$ cat src/rtl/cbe_pkg.sv
// Package for the CBOR item head encoder: field widths, mode codes,
// additional-information codes and register map.
// No dependencies.
package cbe_pkg;

    localparam int MODE_W         = 4;
    localparam int VALUE_W        = 64;
    localparam int BYTE_W         = 8;
    localparam int OFFSET_W       = 16;
    localparam int CAP_W          = 16;
    localparam int CNT_W          = 4;
    localparam int PADDR_W        = 3;
    localparam int PDATA_W        = 32;

    localparam int POSITION_BITS_DEFAULT = 16;

    localparam logic [CAP_W-1:0] CAP_RESET = 16'hFFFF;

    // Register index (word address) of the capacity register.
    localparam logic REG_CAPACITY = 1'b0;

    // Input modes.
    localparam logic [MODE_W-1:0] MODE_UINT        = 4'd0;
    localparam logic [MODE_W-1:0] MODE_INT         = 4'd1;
    localparam logic [MODE_W-1:0] MODE_BYTES       = 4'd2;
    localparam logic [MODE_W-1:0] MODE_TEXT        = 4'd3;
    localparam logic [MODE_W-1:0] MODE_ARRAY       = 4'd4;
    localparam logic [MODE_W-1:0] MODE_MAP         = 4'd5;
    localparam logic [MODE_W-1:0] MODE_BOOL        = 4'd6;
    localparam logic [MODE_W-1:0] MODE_FLOAT       = 4'd7;
    localparam logic [MODE_W-1:0] MODE_INDEF_ARRAY = 4'd8;
    localparam logic [MODE_W-1:0] MODE_INDEF_MAP   = 4'd9;
    localparam logic [MODE_W-1:0] MODE_BREAK       = 4'd10;
    localparam logic [MODE_W-1:0] MODE_PAYLOAD     = 4'd11;

    // Major types.
    localparam logic [2:0] MAJOR_UINT   = 3'd0;
    localparam logic [2:0] MAJOR_NINT   = 3'd1;
    localparam logic [2:0] MAJOR_ARRAY  = 3'd4;
    localparam logic [2:0] MAJOR_MAP    = 3'd5;
    localparam logic [2:0] MAJOR_SIMPLE = 3'd7;

    // Additional-information codes.
    localparam logic [4:0] AI_ONE       = 5'd24;
    localparam logic [4:0] AI_TWO       = 5'd25;
    localparam logic [4:0] AI_FOUR      = 5'd26;
    localparam logic [4:0] AI_EIGHT     = 5'd27;
    localparam logic [4:0] AI_INDEF     = 5'd31;
    localparam logic [4:0] SIMPLE_FALSE = 5'd20;
    localparam logic [4:0] SIMPLE_TRUE  = 5'd21;
    localparam logic [4:0] SIMPLE_BREAK = 5'd31;

endpackage

$ cat src/rtl/cbe_item_if.sv
// Input channel of the CBOR item head encoder: valid/ready plus mode and value.
// Depends on cbe_pkg.
interface cbe_item_if;
    import cbe_pkg::*;

    logic               valid;
    logic               ready;
    logic [MODE_W-1:0]  mode;
    logic [VALUE_W-1:0] value;

    modport source (output valid, output mode, output value, input ready);
    modport sink   (input valid, input mode, input value, output ready);
endinterface

$ cat src/rtl/cbe_result_if.sv
// Result channel of the CBOR item head encoder: one encoded byte per beat.
// Depends on cbe_pkg.
interface cbe_result_if;
    import cbe_pkg::*;

    logic                valid;
    logic                ready;
    logic [BYTE_W-1:0]   out_byte;
    logic [OFFSET_W-1:0] byte_offset;
    logic                overflow;
    logic                last;

    modport source (output valid, output out_byte, output byte_offset, output overflow,
                    output last, input ready);
    modport sink   (input valid, input out_byte, input byte_offset, input overflow,
                    input last, output ready);
endinterface

$ cat src/rtl/cbor_item_head_encoder_top.sv
// CBOR item head encoder. A taken item beat is held in the item register; each
// byte then passes the result register. Throughput: one result beat per cycle
// while the result port is ready; an item yields 1 to 9 beats (head plus up to
// eight argument bytes). A new item is taken in the cycle its last result is
// produced. Reset (rst_n, async, low) clears the write position to 0 and sets
// capacity to 65535; no clearing pass.
module cbor_item_head_encoder_top #(
    parameter int POSITION_BITS = cbe_pkg::POSITION_BITS_DEFAULT
) (
    input  logic                          clk,
    input  logic                          rst_n,
    cbe_item_if.sink                      item,
    cbe_result_if.source                  result,
    input  logic                          psel,
    input  logic                          penable,
    input  logic                          pwrite,
    input  logic [cbe_pkg::PADDR_W-1:0]   paddr,
    input  logic [cbe_pkg::PDATA_W-1:0]   pwdata,
    output logic [cbe_pkg::PDATA_W-1:0]   prdata,
    output logic                          pready
);
    import cbe_pkg::*;

    // Comparisons are done at a width that holds the position plus up to
    // eight argument bytes and the full capacity without wrapping.
    localparam int CMP_W = ((POSITION_BITS > CAP_W) ? POSITION_BITS : CAP_W) + 1;

    // The item register walks through the head byte, the argument check (which
    // also emits the first argument byte), and the remaining argument bytes.
    typedef enum logic [1:0] {
        PH_HEAD,
        PH_CHECK,
        PH_ARG
    } phase_t;

    // ------------------------------------------------------------------
    // Configuration port. Writes complete in the access cycle; the word
    // index is taken from paddr above the byte lane bits.
    // ------------------------------------------------------------------
    logic [CAP_W-1:0] cap_reg;
    logic [CAP_W-1:0] cap_next;
    logic             cfg_write;

    assign pready    = 1'b1;
    assign cfg_write = psel && penable && pwrite && pready && (paddr[2] == REG_CAPACITY);
    assign cap_next  = cfg_write ? pwdata[CAP_W-1:0] : cap_reg;
    assign prdata    = (paddr[2] == REG_CAPACITY) ? {{(PDATA_W-CAP_W){1'b0}}, cap_reg}
                                                  : '0;

    // ------------------------------------------------------------------
    // Decode of the incoming beat into head byte, left-aligned argument and
    // argument byte count. This is all the per-item arithmetic there is.
    // ------------------------------------------------------------------
    logic [2:0]         dec_major;
    logic [VALUE_W-1:0] dec_typed_arg;
    logic               dec_typed;
    logic               dec_ok;
    logic [BYTE_W-1:0]  dec_head;
    logic [VALUE_W-1:0] dec_arg;
    logic [CNT_W-1:0]   dec_cnt;
    logic [VALUE_W-1:0] dec_aligned;

    always_comb
    begin
        dec_major     = MAJOR_UINT;
        dec_typed_arg = item.value;
        dec_typed     = 1'b0;
        dec_ok        = 1'b1;
        dec_head      = '0;
        dec_arg       = '0;
        dec_cnt       = '0;

        unique case (item.mode)
            MODE_UINT:
            begin
                dec_typed = 1'b1;
            end
            MODE_INT:
            begin
                dec_typed = 1'b1;
                // Negative values encode the one's complement under major type 1.
                if (item.value[VALUE_W-1])
                begin
                    dec_major     = MAJOR_NINT;
                    dec_typed_arg = ~item.value;
                end
            end
            MODE_BYTES, MODE_TEXT, MODE_ARRAY, MODE_MAP:
            begin
                dec_typed = 1'b1;
                dec_major = item.mode[2:0];
            end
            MODE_BOOL:
            begin
                dec_head = {MAJOR_SIMPLE,
                            (item.value != '0) ? SIMPLE_TRUE : SIMPLE_FALSE};
            end
            MODE_FLOAT:
            begin
                dec_head = {MAJOR_SIMPLE, AI_FOUR};
                dec_arg  = {32'b0, item.value[31:0]};
                dec_cnt  = CNT_W'(4);
            end
            MODE_INDEF_ARRAY:
            begin
                dec_head = {MAJOR_ARRAY, AI_INDEF};
            end
            MODE_INDEF_MAP:
            begin
                dec_head = {MAJOR_MAP, AI_INDEF};
            end
            MODE_BREAK:
            begin
                dec_head = {MAJOR_SIMPLE, SIMPLE_BREAK};
            end
            MODE_PAYLOAD:
            begin
                dec_head = item.value[BYTE_W-1:0];
            end
            default:
            begin
                // Undefined modes are taken and dropped without a result.
                dec_ok = 1'b0;
            end
        endcase

        // Shortest form of the argument for the typed items.
        if (dec_typed)
        begin
            dec_arg = dec_typed_arg;
            priority if (dec_typed_arg < VALUE_W'(AI_ONE))
            begin
                dec_head = {dec_major, dec_typed_arg[4:0]};
                dec_cnt  = '0;
            end
            else if (dec_typed_arg[VALUE_W-1:8] == '0)
            begin
                dec_head = {dec_major, AI_ONE};
                dec_cnt  = CNT_W'(1);
            end
            else if (dec_typed_arg[VALUE_W-1:16] == '0)
            begin
                dec_head = {dec_major, AI_TWO};
                dec_cnt  = CNT_W'(2);
            end
            else if (dec_typed_arg[VALUE_W-1:32] == '0)
            begin
                dec_head = {dec_major, AI_FOUR};
                dec_cnt  = CNT_W'(4);
            end
            else
            begin
                dec_head = {dec_major, AI_EIGHT};
                dec_cnt  = CNT_W'(8);
            end
        end
    end

    // Left-align the argument so its first (most significant) byte sits at
    // the top; each emitted byte then shifts the register left by one byte.
    always_comb
    begin
        unique case (dec_cnt)
            CNT_W'(1): dec_aligned = {dec_arg[7:0], 56'b0};
            CNT_W'(2): dec_aligned = {dec_arg[15:0], 48'b0};
            CNT_W'(4): dec_aligned = {dec_arg[31:0], 32'b0};
            CNT_W'(8): dec_aligned = dec_arg;
            default:   dec_aligned = '0;
        endcase
    end

    // ------------------------------------------------------------------
    // Item register and byte generator.
    // ------------------------------------------------------------------
    logic                     item_valid_reg;
    logic                     item_valid_next;
    phase_t                   phase_reg;
    phase_t                   phase_next;
    logic [BYTE_W-1:0]        head_reg;
    logic [VALUE_W-1:0]       arg_reg;
    logic [VALUE_W-1:0]       arg_next;
    logic [CNT_W-1:0]         cnt_reg;
    logic [CNT_W-1:0]         cnt_next;
    logic [POSITION_BITS-1:0] pos_reg;
    logic [POSITION_BITS-1:0] pos_next;

    logic                     out_valid_reg;
    logic                     out_valid_next;
    logic [BYTE_W-1:0]        out_byte_reg;
    logic [OFFSET_W-1:0]      out_offset_reg;
    logic                     out_ovf_reg;
    logic                     out_last_reg;

    logic                     item_load;
    logic                     gen;
    logic                     done;
    logic [BYTE_W-1:0]        r_byte;
    logic                     r_ovf;
    logic                     r_last;
    logic                     advance;
    logic [CMP_W-1:0]         pos_ext;
    logic [CMP_W-1:0]         cap_ext;

    assign pos_ext = CMP_W'(pos_reg);
    assign cap_ext = CMP_W'(cap_reg);

    // A result is produced whenever the result register is free or draining.
    assign gen        = item_valid_reg && (!out_valid_reg || result.ready);
    assign item.ready = !item_valid_reg || (gen && done);
    assign item_load  = item.valid && item.ready;

    always_comb
    begin
        r_byte     = '0;
        r_ovf      = 1'b0;
        r_last     = 1'b0;
        done       = 1'b0;
        advance    = 1'b0;
        phase_next = phase_reg;
        arg_next   = arg_reg;
        cnt_next   = cnt_reg;

        unique case (phase_reg)
            PH_HEAD:
            begin
                if (pos_ext >= cap_ext)
                begin
                    r_ovf  = 1'b1;
                    r_last = 1'b1;
                    done   = 1'b1;
                end
                else
                begin
                    r_byte     = head_reg;
                    r_last     = (cnt_reg == '0);
                    done       = (cnt_reg == '0);
                    advance    = 1'b1;
                    phase_next = PH_CHECK;
                end
            end
            PH_CHECK:
            begin
                // All argument bytes must fit, or none is placed.
                if ((pos_ext + CMP_W'(cnt_reg)) > cap_ext)
                begin
                    r_ovf  = 1'b1;
                    r_last = 1'b1;
                    done   = 1'b1;
                end
                else
                begin
                    r_byte     = arg_reg[VALUE_W-1 -: BYTE_W];
                    r_last     = (cnt_reg == CNT_W'(1));
                    done       = (cnt_reg == CNT_W'(1));
                    advance    = 1'b1;
                    arg_next   = {arg_reg[VALUE_W-BYTE_W-1:0], {BYTE_W{1'b0}}};
                    cnt_next   = cnt_reg - CNT_W'(1);
                    phase_next = PH_ARG;
                end
            end
            PH_ARG:
            begin
                r_byte   = arg_reg[VALUE_W-1 -: BYTE_W];
                r_last   = (cnt_reg == CNT_W'(1));
                done     = (cnt_reg == CNT_W'(1));
                advance  = 1'b1;
                arg_next = {arg_reg[VALUE_W-BYTE_W-1:0], {BYTE_W{1'b0}}};
                cnt_next = cnt_reg - CNT_W'(1);
            end
            default:
            begin
                done = 1'b1;
            end
        endcase

        if (!gen)
        begin
            phase_next = phase_reg;
            arg_next   = arg_reg;
            cnt_next   = cnt_reg;
        end
        if (item_load)
        begin
            phase_next = PH_HEAD;
            arg_next   = dec_aligned;
            cnt_next   = dec_cnt;
        end
    end

    always_comb
    begin
        item_valid_next = item_valid_reg;
        if (gen && done)
        begin
            item_valid_next = 1'b0;
        end
        if (item_load && dec_ok)
        begin
            item_valid_next = 1'b1;
        end

        pos_next = pos_reg;
        if (gen && advance)
        begin
            pos_next = pos_reg + POSITION_BITS'(1);
        end

        out_valid_next = out_valid_reg;
        if (gen)
        begin
            out_valid_next = 1'b1;
        end
        else if (result.ready)
        begin
            out_valid_next = 1'b0;
        end
    end

    // State, item payload and the registered result beat.
    always_ff @(posedge clk or negedge rst_n)
    begin
        if (!rst_n)
        begin
            cap_reg        <= CAP_RESET;
            pos_reg        <= '0;
            item_valid_reg <= 1'b0;
            phase_reg      <= PH_HEAD;
            out_valid_reg  <= 1'b0;
            head_reg       <= '0;
            arg_reg        <= '0;
            cnt_reg        <= '0;
            out_byte_reg   <= '0;
            out_offset_reg <= '0;
            out_ovf_reg    <= 1'b0;
            out_last_reg   <= 1'b0;
        end
        else
        begin
            cap_reg        <= cap_next;
            pos_reg        <= pos_next;
            item_valid_reg <= item_valid_next;
            phase_reg      <= phase_next;
            out_valid_reg  <= out_valid_next;
            if (item_load)
            begin
                head_reg <= dec_head;
            end
            arg_reg <= arg_next;
            cnt_reg <= cnt_next;
            if (gen)
            begin
                out_byte_reg   <= r_byte;
                out_offset_reg <= OFFSET_W'(pos_reg);
                out_ovf_reg    <= r_ovf;
                out_last_reg   <= r_last;
            end
        end
    end

    assign result.valid       = out_valid_reg;
    assign result.out_byte    = out_byte_reg;
    assign result.byte_offset = out_offset_reg;
    assign result.overflow    = out_ovf_reg;
    assign result.last        = out_last_reg;

endmodule
$ cat src/flat_wrapper.sv
// flat-port wrapper written by rule: the top's interface ports become plain ports
module cbor_item_head_encoder_top_flat import cbe_pkg::*;
#(
    parameter int POSITION_BITS = cbe_pkg::POSITION_BITS_DEFAULT
)
  (clk, rst_n, psel, penable, pwrite, paddr, pwdata, prdata, pready, item_valid, item_mode, item_value, item_ready, result_valid, result_out_byte, result_byte_offset, result_overflow, result_last, result_ready);
  cbe_item_if item_i ();
  cbe_result_if result_i ();
  input  logic clk;
  input  logic rst_n;
  input  logic psel;
  input  logic penable;
  input  logic pwrite;
  input  logic [cbe_pkg::PADDR_W-1:0] paddr;
  input  logic [cbe_pkg::PDATA_W-1:0] pwdata;
  output logic [cbe_pkg::PDATA_W-1:0] prdata;
  output logic pready;
  input wire logic [$bits(item_i.valid)-1:0] item_valid;
  input wire logic [$bits(item_i.mode)-1:0] item_mode;
  input wire logic [$bits(item_i.value)-1:0] item_value;
  output wire logic [$bits(item_i.ready)-1:0] item_ready;
  output wire logic [$bits(result_i.valid)-1:0] result_valid;
  output wire logic [$bits(result_i.out_byte)-1:0] result_out_byte;
  output wire logic [$bits(result_i.byte_offset)-1:0] result_byte_offset;
  output wire logic [$bits(result_i.overflow)-1:0] result_overflow;
  output wire logic [$bits(result_i.last)-1:0] result_last;
  input wire logic [$bits(result_i.ready)-1:0] result_ready;
  assign item_i.valid = item_valid;
  assign item_i.mode = item_mode;
  assign item_i.value = item_value;
  assign item_ready = item_i.ready;
  assign result_valid = result_i.valid;
  assign result_out_byte = result_i.out_byte;
  assign result_byte_offset = result_i.byte_offset;
  assign result_overflow = result_i.overflow;
  assign result_last = result_i.last;
  assign result_i.ready = result_ready;
  cbor_item_head_encoder_top #(.POSITION_BITS(POSITION_BITS)) u_core (.clk(clk), .rst_n(rst_n), .item(item_i), .result(result_i), .psel(psel), .penable(penable), .pwrite(pwrite), .paddr(paddr), .pwdata(pwdata), .prdata(prdata), .pready(pready));
endmodule
$ cat config.mk
export PLATFORM = sky130hd
export DESIGN_NAME = cbor_item_head_encoder_top_flat
export DESIGN_NICKNAME = d
export VERILOG_FILES = /design/src/rtl/cbe_pkg.sv /design/src/rtl/cbe_item_if.sv /design/src/rtl/cbe_result_if.sv /design/src/rtl/cbor_item_head_encoder_top.sv /design/src/flat_wrapper.sv
export SDC_FILE = /design/constraint.sdc
export NUM_CORES = 1
export LEC_CHECK = 0
export BUFFER_PORTS_ARGS = -buffer_cell sky130_fd_sc_hd__buf_2
export CAP_MARGIN = 20
export CORE_UTILIZATION = 60
export CTS_CLUSTER_DIAMETER = 100
export DETAILED_ROUTE_END_ITERATION = 8
export PLACE_DENSITY = 0.85
export SYNTH_ARGS = -nofsm -noshare
export SYNTH_HDL_FRONTEND = slang
export SYNTH_SLANG_ARGS = --single-unit
$ cat constraint.sdc
create_clock -name clk -period 6.95 [get_ports clk]
set_input_delay 1.7375 -clock clk [delete_from_list [all_inputs] [get_ports clk]]
set_output_delay 1.7375 -clock clk [all_outputs]
set_load 0.02 [all_outputs]
Word level (Yosys, flattened, before mapping)
Index checks and enable logic that the tools add are counted.
- flip-flop bits (word level): 138
- input bits: 110
- output and inout bits: 61
- word-level logic and storage cells: 122
- add/subtract/negate cells: 3
- $lt $le $gt $ge: 3
- equal/unequal tests: 20
- mux-type cells: 53
- bitwise logic cells: 2
- reductions and logical operators: 29
- operator list (operator ; number):
    2-to-1 mux 64 bit ; 6
    case mux 64 bit (4 select lines) ; 1
    case mux 64 bit (2 select lines) ; 1
    less-than comparator 64 x 5 -> 1 bit (second input constant) ; 1
    inverter 64 bit ; 1
    nonzero test 64 bit ; 1
    zero test 56 bit ; 1
    zero test 48 bit ; 1
    case mux 8 bit (6 select lines) ; 1
    zero test 32 bit ; 1
    2-to-1 mux 32 bit ; 1
    2-to-1 mux 4 bit ; 8
    2-to-1 mux 8 bit ; 3
    case mux 8 bit (3 select lines) ; 1
    equality test 4 x 3 -> 1 bit (second input constant) ; 5
    equality test 4 bit (second input constant) ; 5
    adder 16 x 4 -> 17 bit ; 1
    greater-than comparator 17 x 16 -> 1 bit ; 1
    adder 16 x 1 -> 16 bit (second input constant) ; 1
    greater-or-equal comparator 16 bit ; 1
    2-to-1 mux 16 bit ; 1
    2-to-1 mux 1 bit ; 15
    equality test 4 x 1 -> 1 bit (second input constant) ; 3
    equality test 4 x 2 -> 1 bit (second input constant) ; 3
    other kinds (25) ; 46

Logic depth before layout (Yosys ltp)
- word-level depth: 12
- depth in mapped cells: 20
- mapped depth without buffers: 17

Least setup slack after synthesis
No wires, ideal clock.
- path kind: register to output
- start: reg u_core.pos_reg[1]
- end: out item_ready
- data arrival time: 3070 ps
- required time: 5213 ps
- path slack: 2142 ps
- stages on the path, launching flop included: 16
- path buffers: 0
- cells stage by stage: dfrtp_1 > ha_1 > a21o_1 > a21oi_1 > nor2b_1 > o21ai_0 > nor2_1 > nand3_1 > xnor2_1 > ha_1 > nand4_1 > nor2_1 > a2bb2oi_1 > a21oi_1 > o21ai_1 > o22a_1
- cells in the longest elaborated chain, start to end: 6
- elaborated cells on any way between the ends: 8
- classes of those cells: add/sub: 1; order compare: 2; mux: 3; reduce/logical: 2
- RTL lines (element ; line ; RTL):
    start, declared ; cbor_item_head_encoder_top.sv:184 ; logic [POSITION_BITS-1:0] pos_reg;
    start signal, assigned ; cbor_item_head_encoder_top.sv:340 ; pos_reg <= pos_next;
    adder 16 x 4 -> 17 bit ; cbor_item_head_encoder_top.sv:244 ; if ((pos_ext + CMP_W'(cnt_reg)) > cap_ext)
    greater-than comparator 17 x 16 -> 1 bit ; cbor_item_head_encoder_top.sv:244 ;
    2-to-1 mux 1 bit ; cbor_item_head_encoder_top.sv:244 ;
    case mux 1 bit (3 select lines) * ; cbor_item_head_encoder_top.sv:223 ; unique case (phase_reg)
    logical AND 1 bit * ; cbor_item_head_encoder_top.sv:209 ; assign item.ready = !item_valid_reg || (gen && done);
    logical OR 1 bit * ; cbor_item_head_encoder_top.sv:209 ;
    end, declared ; flat_wrapper.sv:21 ; output wire logic [$bits(item_i.ready)-1:0] item_ready;
Every way passes the cells marked *; elsewhere a longest branch is shown, timed or not.

Worst setup path in the final report
Same ends and word-level chain as after synthesis.

==> metrics <==
Inst Count DP ~1,300; synthesized area per cell approximately 9.3 um^2; Reg clk slew, reported paths ~60 ps; hold buffer count at cts 0; reg-to-reg startpoint u_core.pos_reg[1]; I/O Buffers roughly 140; full die area ~0.016 mm^2; antenna violations before repair 0; IO Pins 171; worst vdd ir 0.196 mV; HP Start u_core.result.byte_offset[0]; final worst-path cycle share around 87%; DR WL/cell roughly 19 um; Initial Util between 60% and 70%; Ant. Diodes 0; Worst Tran Pin Value 1090 ps; f_max around 170 MHz; drc violations 0; GPL Wtd Cong 0.958; # Max-Cap Violations 0; # nets final 1,268; Initial DRC Count between 900 and 1,000; die width about 130 um; P_leak 4.72 nW; max incr delay on CP roughly 600 ps; Filler cells 1,191; sequential element share of the synthesized area between 30% and 40%; share of cells above drive strength 1 roughly a quarter; vias in the first global route between 7,000 and 8,000; Post-DP HPWL 18,100 um; Syn Inst Count 1,022; Remaining Overflow, GRT 0; post-synth top area share approximately 32%; footprint of the multi-input gates 0.00544 mm^2; CP required about 5200 ps; Worst-Skew Late Latency roughly 420 ps; power per cell area ~360 mW/mm^2; endpoints failing hold 0; Netlist cell types 76; top cells by count, synth dfrtp_1 (122), nand2_1 (84), nor2_1 (69), a21oi_1 (62), xnor2_1 (61); HP Class reg -> reg; drt first pass iters 6; Non-Filler Instances between 1,000 and 1,500; CTS root buf clkbuf_16; largest net degree at the start of global routing 85; clock sinks 138; final wirelength around 25,000 um; worst hold margin approximately 480 ps; worst-path maximum fanout 8; status complete, no violations; asr flop ratio synth 100%; Data arrival, critical path about 4300 ps; sequential cell area between 0.003 and 0.004 mm^2; Synth area leaders dfrtp_1 (32%), xnor2_1 (5.6%), mux2i_1 (5.5%); final setup violation count 0; unrepaired setup endpoints after global routing no; Worst Setup SP u_core.pos_reg[1]; htree depth 4; max reg flops between 60 and 70; first-pass GRT wire length roughly 40,000 um; Rows 45; area leader, netlist dfrtp_1; Final ANT Viol Nets 0; postcts setup bufs 0; Primary FF master, synth dfrtp_1; CTS tree built; critical path type reg -> out; DR vias/cell between 6 and 7; post-synthesis register bit count 138; cts repair resizes 0; Core ar. around 0.015 mm^2; fin crit period about 6100 ps; critical path's slowest cell o21ai_1; Inserted Clock Buffers 17; crit end category primary output; crit start category flip-flop; worst path cell trace ha_1 > a21o_1 > a21oi_1 > nor2b_1 > o21ai_0 > nor2_1 > nand3_1 > xnor2_1 > ha_1 > nand4_1 > nor2_1 > a2bb2oi_1 > a21oi_1 > o21ai_1 > o22a_1 > buf_2; Total GRT Usage 31.6%; total number of vias approximately 8,400; Setup TNS 0 ps; cell area after synthesis about 0.0095 mm^2; number of enable flip-flop cells after synthesis 0; fin. max-slew vios 0; clock tree buffer depth 2; Area Overhead vs Synth 12.3%; Layout Skew about 13 ps; Synth warnings 0; relative slew slack ~27%; most frequent cell after synthesis dfrtp_1; DIE HEIGHT between 100 and 150 um
-- cell type report --
cell class                      count  area share (%)
Multi-Input combinational cell    775            51.2
Sequential cell                   138            32.7
Timing Repair Buffer              146            7.20
Clock buffer                       17            4.00
Tap cell                          211            2.48
Inverter                           38            1.34
Clock inverter                     14            1.10
-- cell families after synthesis --
group	after synthesis	synth area share (%)
AO/OA/AOI/OAI	249	18.4
XOR/XNOR	65	6.02
adder cells (fa/ha/maj)	42	5.63
buffers and inverters	124	6.86
flip-flops	138	36.7
multiplexers	86	9.55
other	2	0.0794
AND/OR/NAND/NOR	316	16.7
-- where the power goes --
group,switching (mW),leakage [nW],internal (mW)
combinational,0.975,2.73,0.710
sequential,0.229,1.74,1.11
clock,0.371,0.255,0.462
total,1.57,4.72,2.29
-- metal layers --
layer	up-vias	GRT usage [%]	part of all wire (%)	wire [um]
met5	-	0	0	0
met1	3980	42.4	42	10400
met2	434	51.8	47	11600
met3	59	5.65	8.0	1990
li1	3899	-	-	-
met4	0	11.1	3.5	870
-- final timing paths --
check,depth (start not counted),endpoint,slack [ps]
max in group asynchronous,2,u_core.arg_reg[26],4290
min reg2reg,2,u_core.result.byte_offset[0],480
min,2,u_core.result.byte_offset[0],480
max,16,item_ready,900
max reg2reg,18,u_core.arg_reg[18],1840
min in group asynchronous,1,u_core.result.byte_offset[6],1300
-- stage by stage --
stage | area (um^2) | power, mW | utilization [%] | setup slack (ps)
floorplan | 9520 | 2.60 | - | 2140
global placement | 10100 | 2.94 | 65.8 | 1470
detailed placement | 10100 | 3.00 | 65.8 | 1410
CTS | 10600 | 3.85 | 69.4 | 940
global route | 10600 | 4.10 | 69.4 | 535
finish | 10600 | 3.86 | 69.4 | 899
-- critical path: cells and delay by family (launching register included) --
family                     cells  cell delay (ps)
and+or+nand+nor                5              640
xor gates and xnor gates       1               70
adders and majority gates      2              610
buffers and inverters          1              170
AOI/OAI and AO/OA              7             1980
DFF                            1              430
-- layout by cell type, fill, tap and decap left out, types with 11 or more instances in the layout --
cell type,instances
conb_1,17
nand2_1,84
inv_1,37
o21ai_0,56
buf_4,11
xnor2_1,61
ha_1,41
nor2_1,69
buf_2,134
a21oi_1,62
mux2i_1,52
o21ai_1,17
mux2_2,34
dfrtp_1,122
nand3_1,47
clkbuf_16,17
dfstp_2,16
or3_1,12
nor4_1,20
a221oi_1,17
nand4_1,26
Power figures use the tool's default switching activity.
